File: src/rtl/wpitc_pkg.sv
// Shared types, codes and reset values of the windowed PI temperature controller.
package wpitc_pkg;

  // Fixed field widths
  localparam int unsigned TEMP_W = 13;
  localparam int unsigned GAIN_W = 16;
  localparam int unsigned ERR_W  = 14;
  localparam int unsigned DUTY_W = 17;
  localparam int unsigned CFG_IDX_W  = 3;
  localparam int unsigned CFG_DATA_W = 16;

  // Shared multiplier operand and product widths
  localparam int unsigned MUL_W  = 17;
  localparam int unsigned PROD_W = 2 * MUL_W;

  // Default integral accumulator width
  localparam int unsigned INTEGRAL_BITS_DEF = 40;

  // Duty saturation
  localparam logic [DUTY_W-1:0] DUTY_FULL = 17'h10000;
  // Smallest total (2^-20 units) whose duty would exceed full scale
  localparam int unsigned DUTY_SAT_TOTAL = 1048592;

  // Output region codes
  typedef enum logic [1:0] {
    REGION_FULL_ON  = 2'd0,
    REGION_OFF      = 2'd1,
    REGION_REGULATE = 2'd2
  } region_e;

  // Configuration register indexes
  typedef enum logic [CFG_IDX_W-1:0] {
    CFG_TARGET_TEMP  = 3'd0,
    CFG_PROP_GAIN    = 3'd1,
    CFG_INTEG_GAIN   = 3'd2,
    CFG_DERIV_GAIN   = 3'd3,
    CFG_TICK_PERIOD  = 3'd4,
    CFG_WINDOW_ABOVE = 3'd5,
    CFG_WINDOW_BELOW = 3'd6
  } cfg_idx_e;

  // Reset values
  localparam logic [TEMP_W-1:0] TARGET_TEMP_RST  = 13'd5600;
  localparam logic [GAIN_W-1:0] PROP_GAIN_RST    = 16'd5603;
  localparam logic [GAIN_W-1:0] INTEG_GAIN_RST   = 16'd5046;
  localparam logic [GAIN_W-1:0] DERIV_GAIN_RST   = 16'd0;
  localparam logic [GAIN_W-1:0] TICK_PERIOD_RST  = 16'd6554;
  localparam logic [TEMP_W-1:0] WINDOW_ABOVE_RST = 13'd240;
  localparam logic [TEMP_W-1:0] WINDOW_BELOW_RST = 13'd800;

  // Register file contents handed to the datapath
  typedef struct packed {
    logic [TEMP_W-1:0] target_temp;
    logic [GAIN_W-1:0] prop_gain;
    logic [GAIN_W-1:0] integ_gain;
    logic [GAIN_W-1:0] deriv_gain;
    logic [GAIN_W-1:0] tick_period;
    logic [TEMP_W-1:0] window_above;
    logic [TEMP_W-1:0] window_below;
  } cfg_t;

endpackage

File: src/rtl/wpitc_cfg.sv
// Configuration register file of the windowed PI temperature controller.
module wpitc_cfg (
  input  logic                               clk_i,
  input  logic                               rst_ni,
  input  logic                               cfg_we_i,
  input  logic [wpitc_pkg::CFG_IDX_W-1:0]    cfg_idx_i,
  input  logic [wpitc_pkg::CFG_DATA_W-1:0]   cfg_wdata_i,
  output wpitc_pkg::cfg_t                    cfg_o
);

  wpitc_pkg::cfg_t cfg_q;

  // Write decode; unknown indexes are dropped
  always_ff @(posedge clk_i or negedge rst_ni) begin
    if (!rst_ni) begin
      cfg_q.target_temp  <= wpitc_pkg::TARGET_TEMP_RST;
      cfg_q.prop_gain    <= wpitc_pkg::PROP_GAIN_RST;
      cfg_q.integ_gain   <= wpitc_pkg::INTEG_GAIN_RST;
      cfg_q.deriv_gain   <= wpitc_pkg::DERIV_GAIN_RST;
      cfg_q.tick_period  <= wpitc_pkg::TICK_PERIOD_RST;
      cfg_q.window_above <= wpitc_pkg::WINDOW_ABOVE_RST;
      cfg_q.window_below <= wpitc_pkg::WINDOW_BELOW_RST;
    end else if (cfg_we_i) begin
      case (cfg_idx_i)
        wpitc_pkg::CFG_TARGET_TEMP:  cfg_q.target_temp  <= cfg_wdata_i[wpitc_pkg::TEMP_W-1:0];
        wpitc_pkg::CFG_PROP_GAIN:    cfg_q.prop_gain    <= cfg_wdata_i;
        wpitc_pkg::CFG_INTEG_GAIN:   cfg_q.integ_gain   <= cfg_wdata_i;
        wpitc_pkg::CFG_DERIV_GAIN:   cfg_q.deriv_gain   <= cfg_wdata_i;
        wpitc_pkg::CFG_TICK_PERIOD:  cfg_q.tick_period  <= cfg_wdata_i;
        wpitc_pkg::CFG_WINDOW_ABOVE: cfg_q.window_above <= cfg_wdata_i[wpitc_pkg::TEMP_W-1:0];
        wpitc_pkg::CFG_WINDOW_BELOW: cfg_q.window_below <= cfg_wdata_i[wpitc_pkg::TEMP_W-1:0];
        default: ;
      endcase
    end
  end

  assign cfg_o = cfg_q;

endmodule

File: src/rtl/wpitc_mul.sv
// Shared signed 17x17 multiplier with a registered product.
module wpitc_mul (
  input  logic                                    clk_i,
  input  logic                                    en_i,
  input  logic signed [wpitc_pkg::MUL_W-1:0]      a_i,
  input  logic signed [wpitc_pkg::MUL_W-1:0]      b_i,
  output logic signed [wpitc_pkg::PROD_W-1:0]     p_o
);

  logic signed [wpitc_pkg::PROD_W-1:0] p_q;

  // Product register, loaded only when an operand pair is issued
  always_ff @(posedge clk_i) begin
    if (en_i) begin
      p_q <= wpitc_pkg::PROD_W'(a_i) * wpitc_pkg::PROD_W'(b_i);
    end
  end

  assign p_o = p_q;

endmodule

File: src/rtl/windowed_pi_temperature_controller_unit.sv
// Top level of the windowed PI temperature controller: sequencer and datapath.
// One measured temperature in, one heater duty and region out per request. A request
// outside the window goes from ST_ERR straight to ST_OUT. A
// regulating request runs every product through one shared 17x17 multiplier, in a
// multiply state and an accumulate state each: the integral step, then
// ceil(min(INTEGRAL_BITS,49)/16) slices of the integral-times-gain product, then
// the proportional and derivative terms. in_stall_o is high while a request is in
// work; the result register lets a new request in while the last result still
// waits on out_stall_i.
module windowed_pi_temperature_controller_unit #(
  parameter int unsigned INTEGRAL_BITS = wpitc_pkg::INTEGRAL_BITS_DEF
) (
  input  logic                                clk_i,
  input  logic                                rst_ni,
  // configuration
  input  logic                                cfg_we_i,
  input  logic [wpitc_pkg::CFG_IDX_W-1:0]     cfg_idx_i,
  input  logic [wpitc_pkg::CFG_DATA_W-1:0]    cfg_wdata_i,
  // input channel
  input  logic                                in_valid_i,
  output logic                                in_stall_o,
  input  logic [wpitc_pkg::TEMP_W-1:0]        measured_temp_i,
  // output channel
  output logic                                out_valid_o,
  input  logic                                out_stall_i,
  output logic [wpitc_pkg::DUTY_W-1:0]        duty_o,
  output logic [1:0]                          region_o
);

  localparam int unsigned MW   = wpitc_pkg::MUL_W;
  localparam int unsigned PRW  = wpitc_pkg::PROD_W;
  localparam int unsigned EW   = wpitc_pkg::ERR_W;
  // integral update width
  localparam int unsigned SW   = ((INTEGRAL_BITS > PRW) ? INTEGRAL_BITS : PRW) + 1;
  // clamped integral widths
  localparam int unsigned XW   = (INTEGRAL_BITS > 49) ? INTEGRAL_BITS : 49;
  localparam int unsigned ICW  = (INTEGRAL_BITS > 48) ? 49 : INTEGRAL_BITS;
  localparam int unsigned NCH  = (ICW + 15) / 16;
  localparam int unsigned KW   = $clog2(NCH);
  localparam int unsigned CHW  = 16 * NCH + 1;
  localparam int unsigned PW   = ICW + MW;
  localparam int unsigned TW   = ((ICW > 32) ? ICW : 32) + 2;
  localparam logic [KW-1:0] K_TOP = KW'(NCH - 1);

  localparam logic signed [SW-1:0] INT_HI =
    {{(SW - INTEGRAL_BITS + 1){1'b0}}, {(INTEGRAL_BITS - 1){1'b1}}};
  localparam logic signed [SW-1:0] INT_LO = ~INT_HI;
  localparam logic signed [XW-1:0] IC_LIM = {{(XW - 48){1'b0}}, 1'b1, {47{1'b0}}};

  typedef enum logic [3:0] {
    ST_IDLE,
    ST_ERR,
    ST_DLT_MUL,
    ST_DLT_ADD,
    ST_I_MUL,
    ST_I_ACC,
    ST_P_MUL,
    ST_P_ACC,
    ST_D_MUL,
    ST_D_ACC,
    ST_CLAMP,
    ST_OUT
  } state_e;

  wpitc_pkg::cfg_t cfg;

  state_e                           state_q;
  logic [wpitc_pkg::TEMP_W-1:0]     temp_q;
  logic signed [EW-1:0]             err_q;
  logic signed [EW-1:0]             prev_err_q;
  logic signed [INTEGRAL_BITS-1:0]  integ_q;
  logic signed [PW-1:0]             acc_q;
  logic signed [TW-1:0]             total_q;
  logic [KW-1:0]                    k_q;
  logic [wpitc_pkg::DUTY_W-1:0]     res_duty_q;
  wpitc_pkg::region_e               res_region_q;
  logic                             out_valid_q;
  logic [wpitc_pkg::DUTY_W-1:0]     out_duty_q;
  wpitc_pkg::region_e               out_region_q;

  logic signed [EW-1:0]             err_c;
  logic                             err_hi;
  logic                             err_lo;
  logic signed [EW:0]               diff_c;
  logic signed [SW-1:0]             sum_c;
  logic signed [INTEGRAL_BITS-1:0]  integ_sat;
  logic signed [XW-1:0]             integ_x;
  logic signed [XW-1:0]             ic_c;
  logic signed [ICW-1:0]            ic_n;
  logic signed [CHW-1:0]            ic_sh;
  logic signed [MW-1:0]             chunk_c;
  logic                             mul_en;
  logic signed [MW-1:0]             mul_a;
  logic signed [MW-1:0]             mul_b;
  logic signed [PRW-1:0]            prod;
  logic                             out_load;

  wpitc_cfg u_cfg (
    .clk_i       (clk_i),
    .rst_ni      (rst_ni),
    .cfg_we_i    (cfg_we_i),
    .cfg_idx_i   (cfg_idx_i),
    .cfg_wdata_i (cfg_wdata_i),
    .cfg_o       (cfg)
  );

  wpitc_mul u_mul (
    .clk_i (clk_i),
    .en_i  (mul_en),
    .a_i   (mul_a),
    .b_i   (mul_b),
    .p_o   (prod)
  );

  // Error and window decision
  always_comb begin
    err_c  = $signed({1'b0, cfg.target_temp}) - $signed({1'b0, temp_q});
    err_hi = err_c > $signed({1'b0, cfg.window_below});
    err_lo = err_c < -$signed({1'b0, cfg.window_above});
    diff_c = $signed({err_q[EW-1], err_q}) - $signed({prev_err_q[EW-1], prev_err_q});
  end

  // Saturating integral update with the registered delta product
  always_comb begin
    sum_c = SW'(integ_q) + SW'(prod);
    if (sum_c > INT_HI) begin
      integ_sat = INTEGRAL_BITS'(INT_HI);
    end else if (sum_c < INT_LO) begin
      integ_sat = INTEGRAL_BITS'(INT_LO);
    end else begin
      integ_sat = INTEGRAL_BITS'(sum_c);
    end
  end

  // Clamped integral, cut into 16-bit slices; the top slice carries the sign
  always_comb begin
    integ_x = XW'(integ_q);
    if (integ_x > IC_LIM) begin
      ic_c = IC_LIM;
    end else if (integ_x < -IC_LIM) begin
      ic_c = -IC_LIM;
    end else begin
      ic_c = integ_x;
    end
    ic_n    = ic_c[ICW-1:0];
    ic_sh   = CHW'(ic_n) >>> {k_q, 4'b0000};
    chunk_c = ic_sh[MW-1:0];
    if (k_q != K_TOP) begin
      chunk_c[MW-1] = 1'b0;
    end
  end

  // Multiplier operand select
  always_comb begin
    mul_en = 1'b0;
    mul_a  = '0;
    mul_b  = '0;
    unique case (state_q)
      ST_DLT_MUL: begin
        mul_en = 1'b1;
        mul_a  = MW'(err_q);
        mul_b  = $signed({1'b0, cfg.tick_period});
      end
      ST_I_MUL: begin
        mul_en = 1'b1;
        mul_a  = chunk_c;
        mul_b  = $signed({1'b0, cfg.integ_gain});
      end
      ST_P_MUL: begin
        mul_en = 1'b1;
        mul_a  = MW'(err_q);
        mul_b  = $signed({1'b0, cfg.prop_gain});
      end
      ST_D_MUL: begin
        mul_en = 1'b1;
        mul_a  = MW'(diff_c);
        mul_b  = $signed({1'b0, cfg.deriv_gain});
      end
      default: ;
    endcase
  end

  // Result register takes the finished request once it is empty or draining
  assign out_load = (state_q == ST_OUT) && (!out_valid_q || !out_stall_i);

  // Sequencer, state and result registers
  always_ff @(posedge clk_i or negedge rst_ni) begin
    if (!rst_ni) begin
      state_q     <= ST_IDLE;
      integ_q     <= '0;
      prev_err_q  <= '0;
      out_valid_q <= 1'b0;
    end else begin
      if (out_load) begin
        out_valid_q  <= 1'b1;
        out_duty_q   <= res_duty_q;
        out_region_q <= res_region_q;
      end else if (out_valid_q && !out_stall_i) begin
        out_valid_q <= 1'b0;
      end
      unique case (state_q)
        ST_IDLE: begin
          if (in_valid_i) begin
            temp_q  <= measured_temp_i;
            state_q <= ST_ERR;
          end
        end
        ST_ERR: begin
          err_q <= err_c;
          if (err_hi) begin
            integ_q      <= '0;
            res_duty_q   <= wpitc_pkg::DUTY_FULL;
            res_region_q <= wpitc_pkg::REGION_FULL_ON;
            state_q      <= ST_OUT;
          end else if (err_lo) begin
            integ_q      <= '0;
            res_duty_q   <= '0;
            res_region_q <= wpitc_pkg::REGION_OFF;
            state_q      <= ST_OUT;
          end else begin
            state_q <= ST_DLT_MUL;
          end
        end
        ST_DLT_MUL: begin
          state_q <= ST_DLT_ADD;
        end
        ST_DLT_ADD: begin
          integ_q <= integ_sat;
          acc_q   <= '0;
          k_q     <= K_TOP;
          state_q <= ST_I_MUL;
        end
        ST_I_MUL: begin
          state_q <= ST_I_ACC;
        end
        ST_I_ACC: begin
          acc_q <= (acc_q <<< 16) + PW'(prod);
          if (k_q == '0) begin
            state_q <= ST_P_MUL;
          end else begin
            k_q     <= k_q - 1'b1;
            state_q <= ST_I_MUL;
          end
        end
        ST_P_MUL: begin
          state_q <= ST_P_ACC;
        end
        ST_P_ACC: begin
          // floor(integral term / 2^16) plus proportional term
          total_q <= TW'(acc_q >>> 16) + TW'(prod);
          state_q <= ST_D_MUL;
        end
        ST_D_MUL: begin
          state_q <= ST_D_ACC;
        end
        ST_D_ACC: begin
          total_q <= total_q - TW'(prod);
          state_q <= ST_CLAMP;
        end
        ST_CLAMP: begin
          if (total_q[TW-1]) begin
            res_duty_q <= '0;
          end else if (total_q >= TW'(wpitc_pkg::DUTY_SAT_TOTAL)) begin
            res_duty_q <= wpitc_pkg::DUTY_FULL;
          end else begin
            res_duty_q <= total_q[wpitc_pkg::DUTY_W+3:4];
          end
          res_region_q <= wpitc_pkg::REGION_REGULATE;
          state_q      <= ST_OUT;
        end
        ST_OUT: begin
          // error of this tick becomes the previous error, in every region
          prev_err_q <= err_q;
          if (out_load) begin
            state_q <= ST_IDLE;
          end
        end
        default: state_q <= ST_IDLE;
      endcase
    end
  end

  assign in_stall_o  = (state_q != ST_IDLE);
  assign out_valid_o = out_valid_q;
  assign duty_o      = out_duty_q;
  assign region_o    = out_region_q;

  // Checks
  a_full_on_duty: assert property (@(posedge clk_i) disable iff (!rst_ni)
    (out_valid_q && out_region_q == wpitc_pkg::REGION_FULL_ON) |->
      (out_duty_q == wpitc_pkg::DUTY_FULL))
    else $error("full-on region without full duty");

  a_off_duty: assert property (@(posedge clk_i) disable iff (!rst_ni)
    (out_valid_q && out_region_q == wpitc_pkg::REGION_OFF) |-> (out_duty_q == '0))
    else $error("off region with nonzero duty");

  a_duty_range: assert property (@(posedge clk_i) disable iff (!rst_ni)
    out_valid_q |-> (out_duty_q <= wpitc_pkg::DUTY_FULL))
    else $error("duty above full scale");

  a_integ_clear: assert property (@(posedge clk_i) disable iff (!rst_ni)
    (state_q == ST_ERR && (err_hi || err_lo)) |=> (integ_q == '0))
    else $error("integral not cleared outside window");

  a_result_kept: assert property (@(posedge clk_i) disable iff (!rst_ni)
    (state_q == ST_OUT && out_valid_q && out_stall_i) |=> (state_q == ST_OUT))
    else $error("result left while output register busy");

endmodule

File: config.mk
export PLATFORM = sky130hd
export DESIGN_NAME = windowed_pi_temperature_controller_unit
export DESIGN_NICKNAME = d
export VERILOG_FILES = /design/src/rtl/wpitc_pkg.sv /design/src/rtl/wpitc_cfg.sv /design/src/rtl/wpitc_mul.sv /design/src/rtl/windowed_pi_temperature_controller_unit.sv
export SDC_FILE = /design/constraint.sdc
export NUM_CORES = 2
export LEC_CHECK = 0
export BUFFER_PORTS_ARGS = -buffer_cell sky130_fd_sc_hd__buf_4
export CAP_MARGIN = 20
export CORE_MARGIN = 1
export CORE_UTILIZATION = 25
export DETAILED_ROUTE_END_ITERATION = 8
export PLACE_DENSITY = 0.44
export SYNTH_ARGS = -nofsm -noshare
export SYNTH_HDL_FRONTEND = slang
export SYNTH_SLANG_ARGS = --single-unit
File: constraint.sdc
create_clock -name clk_i -period 12 [get_ports clk_i]
set_input_delay 1.2 -clock clk_i [delete_from_list [all_inputs] [get_ports clk_i]]
set_output_delay 1.2 -clock clk_i [all_outputs]
set_load 0.02 [all_outputs]
==> impl_metrics.toml <==
[power_and_ir_drop]
leakage_uw = 0.0173
p_int_uw = 5340
p_seq_share_pct = 21.7
switching_share_pct = 49.3
power.share.clock_pct = 13.2
irDropWorstVdd_uv = 116
p_comb_share_pct = 65.0
totalPowerFinal_uw = 10500
p_per_area_mw_per_mm2 = 268
p_sw_uw = 5190

[global_routing]
top_usage_layer = "met2"
grt_pass1_vias = 26900
grt_overflow = 0
grt.met2_usage_pct = 24.1
grt_max_degree = 83
antenna_found_initial = 4
grt.total_usage_pct = 15.0
use_met1_pct = 20.9
grt_pass1_wl_mm = 163
use_met3_pct = 2.03

[logic_synthesis]
synth-seq-cells = 362
syn_inst = 3650
async_flop_share_pct = 44.8
avgSynthCellArea_sq_um = 9.59
synthDistinctLibCells = 83
synthFlopType = "edfxtp_1"
syn-num-nets = 4277
synth_area_sq_mm = 0.0350
synth_top_cell_area_share_pct = 17.2
synth.area.top_cells = "edfxtp_1 17%, fa_1 16%, ha_1 11%"
yosys.area.top_type = "edfxtp_1"
synth-edff-count = 200
yosysWarnings = 0
yosysSeqAreaShare_pct = 28.9

[sta]
fmax_mhz = 105
fin_setup_tns_ns = 0
period_minus_slack_ns = 9.50
rsz0062_at_grt = "no"
setup_viol = 0
fin_skew_ns = 0.0331
slew_violations = 0
setup_ws_ns = 2.50
worst_pin_slew_ns = 1.06
post-route-period-util_pct = 79.2
hold_violations = 0
relSlewSlack_pct = 29.1

[placement]
gp_congestion = 0.857
dp_slack_ns = 2.49
hpwlAfterDp_mm = 83.4
port_buffers = 57

[floorplan]
fp.dieH_um = 376
ios = 58
core_sq_mm = 0.138
initial_core_util_pct = 25.3
fp-row-count = 136
dieArea_sq_mm = 0.141
die_x_um = 376

[setup_path]
start_kind = "flip-flop"
worstPathRequired_ns = 12.35
worstPathArrival_ns = 9.85
slowest_delay_ns = 0.62
cp-end-kind = "flip-flop"
cpMostUsedCell = "fa_1"
cp_slowest_cell = "o21ai_1"
path_class = "flip-flop to flip-flop"
cp_max_fo = 8

[status]
outcome = "completed"

[job]
maxCapViolations = 0

[drt]
drc = 0
routed-via-count = 26200
drtIter0Drc = 1618
avgRoutedWirePerCell_um = 18.8
detail-route-antenna-nets = 0
drtPass1Iterations = 5
wirelength_mm = 105
vias_per_cell = 4.67

[final_layout]
layout.cells.most_common = "inv_1"
fin_util_pct = 28.4
area_delta_synth_final_pct = 12.2
fin_nets = 4324
n_antenna_cell = 0
drive_gt1_share_pct = 10.1
fillCellCount = 14800
layout_common_cells = "479 x inv_1, 328 x nor2_1, 317 x nand2_1"

[cts]
h-tree-depth = 2
ctsRootBufferMaster = "clkbuf_16"
hold_buffers = 0
clk_latency_ns = 0.62
cts.sinks = 362
cts_resized = 0
cts_tree = "done"
clockBufferDepth = 3
clk_pin_slew_ns = 0.07
cts_made_buffers = 46
post_cts_buffers = 0

[min_path]
hold_path_class = "flip-flop to flip-flop"
==> cells in the mapped netlist, drive strengths merged, types with 8 or more instances <==
library cell and number:
nor3 39, fa 285, buf 13, nor4 16
a21boi 15, mux2 117, nor2b 44, and4 8
o21a 41, o2111ai 9, and2 36, a211oi 28
edfxtp 200, a221o 42, a22oi 22, a221oi 9
nand2b 48, ha 305, o22ai 8, and3 33
nand3 58, dfstp 36, nand2 319, or3 16
a31oi 19, inv 479, a21o 85, o21bai 25
clkbuf 87, nor2 331, o31ai 16, nand4 25
dfrtp 126, a21oi 212, xor2 74, o21ai 152
o211ai 22, xnor2 128, mux2i 11, or2 9
==> metal layers <==
layer,wire length (um),up-vias
li1,-,12700
met3,4230,117
met2,47400,424
met4,2740,0
met5,0,-
met1,51100,12900
==> state kept, by name, summed over array words and instances, names as in the netlist <==
name	flops
u_cfg.cfg_o	103
acc_q	57
total_q	42
integ_q	40
u_mul.p_o	34
duty_o	17
res_duty_q	17
err_q	14
prev_err_q	14
temp_q	13
state_q	4
k_q	2
region_o	2
res_region_q	2
out_valid_o	1
==> cell families after synthesis <==
group           synth area share (%)
compound gates                  14.8
xor+xnor                        5.06
fa+ha+maj                       27.2
buf+inv                         6.38
flops                           28.9
mux                             4.53
simple gates                    13.1
==> path summary, 6_finish.rpt <==
kind	from	end	slack (ns)	cells after the start
setup / recovery	err_q[1]	u_mul.p_o[33]	2.50	31
hold / removal	res_duty_q[6]	duty_o[6]	0.42	0
setup reg to reg	err_q[1]	u_mul.p_o[33]	2.50	31
hold reg to reg	res_duty_q[6]	duty_o[6]	0.42	0
max in group asynchronous	rst_ni	integ_q[7]	10.36	2
min in group asynchronous	rst_ni	u_cfg.cfg_o[21]	0.47	1
==> worst max-delay path: cells and delay by family, from the launching register on <==
| family | cells | cell delay (ns) |
|---|---|---|
| xor+xnor | 1 | 0.07 |
| mux | 1 | 0.29 |
| compound gates | 14 | 3.81 |
| flops | 1 | 0.45 |
| simple gates | 4 | 0.75 |
| fa+ha+maj | 8 | 3.71 |
| buf+inv | 3 | 0.14 |
==> final cells by class <==
type                            count  area [sq um]  share of cell area (%)
Clock inverter                     24           224                   0.571
Timing Repair Buffer               99           767                    1.95
Clock buffer                       62          1250                    3.19
Inverter                          480          1800                    4.59
Tap cell                         1863          2330                    5.94
Multi-Input combinational cell   2708         22800                    58.0
Sequential cell                   362         10100                    25.7
==> power by group through the flow <==
stage	logic (uW)	registers [uW]	clock network [uW]
floorplan	5140	2050	0
global placement	6830	2330	0
detailed placement	6820	2320	0
CTS	6870	2300	1450
global route	7710	2330	1490
finish	6850	2290	1390
==> through the flow <==
step | cells | instance area [sq um] | hold WS [ns]
5_1_grt | 5598 | 39200 | 0.423
4_1_cts | 5597 | 39200 | 0.418
6_report | 5598 | 39200 | 0.416
3_5_place_dp | 5511 | 37700 | 0.405
3_3_place_gp | 5511 | 37700 | 0.406
2_1_floorplan | 3650 | 35000 | 0.400
Power figures use the tool's default switching activity.
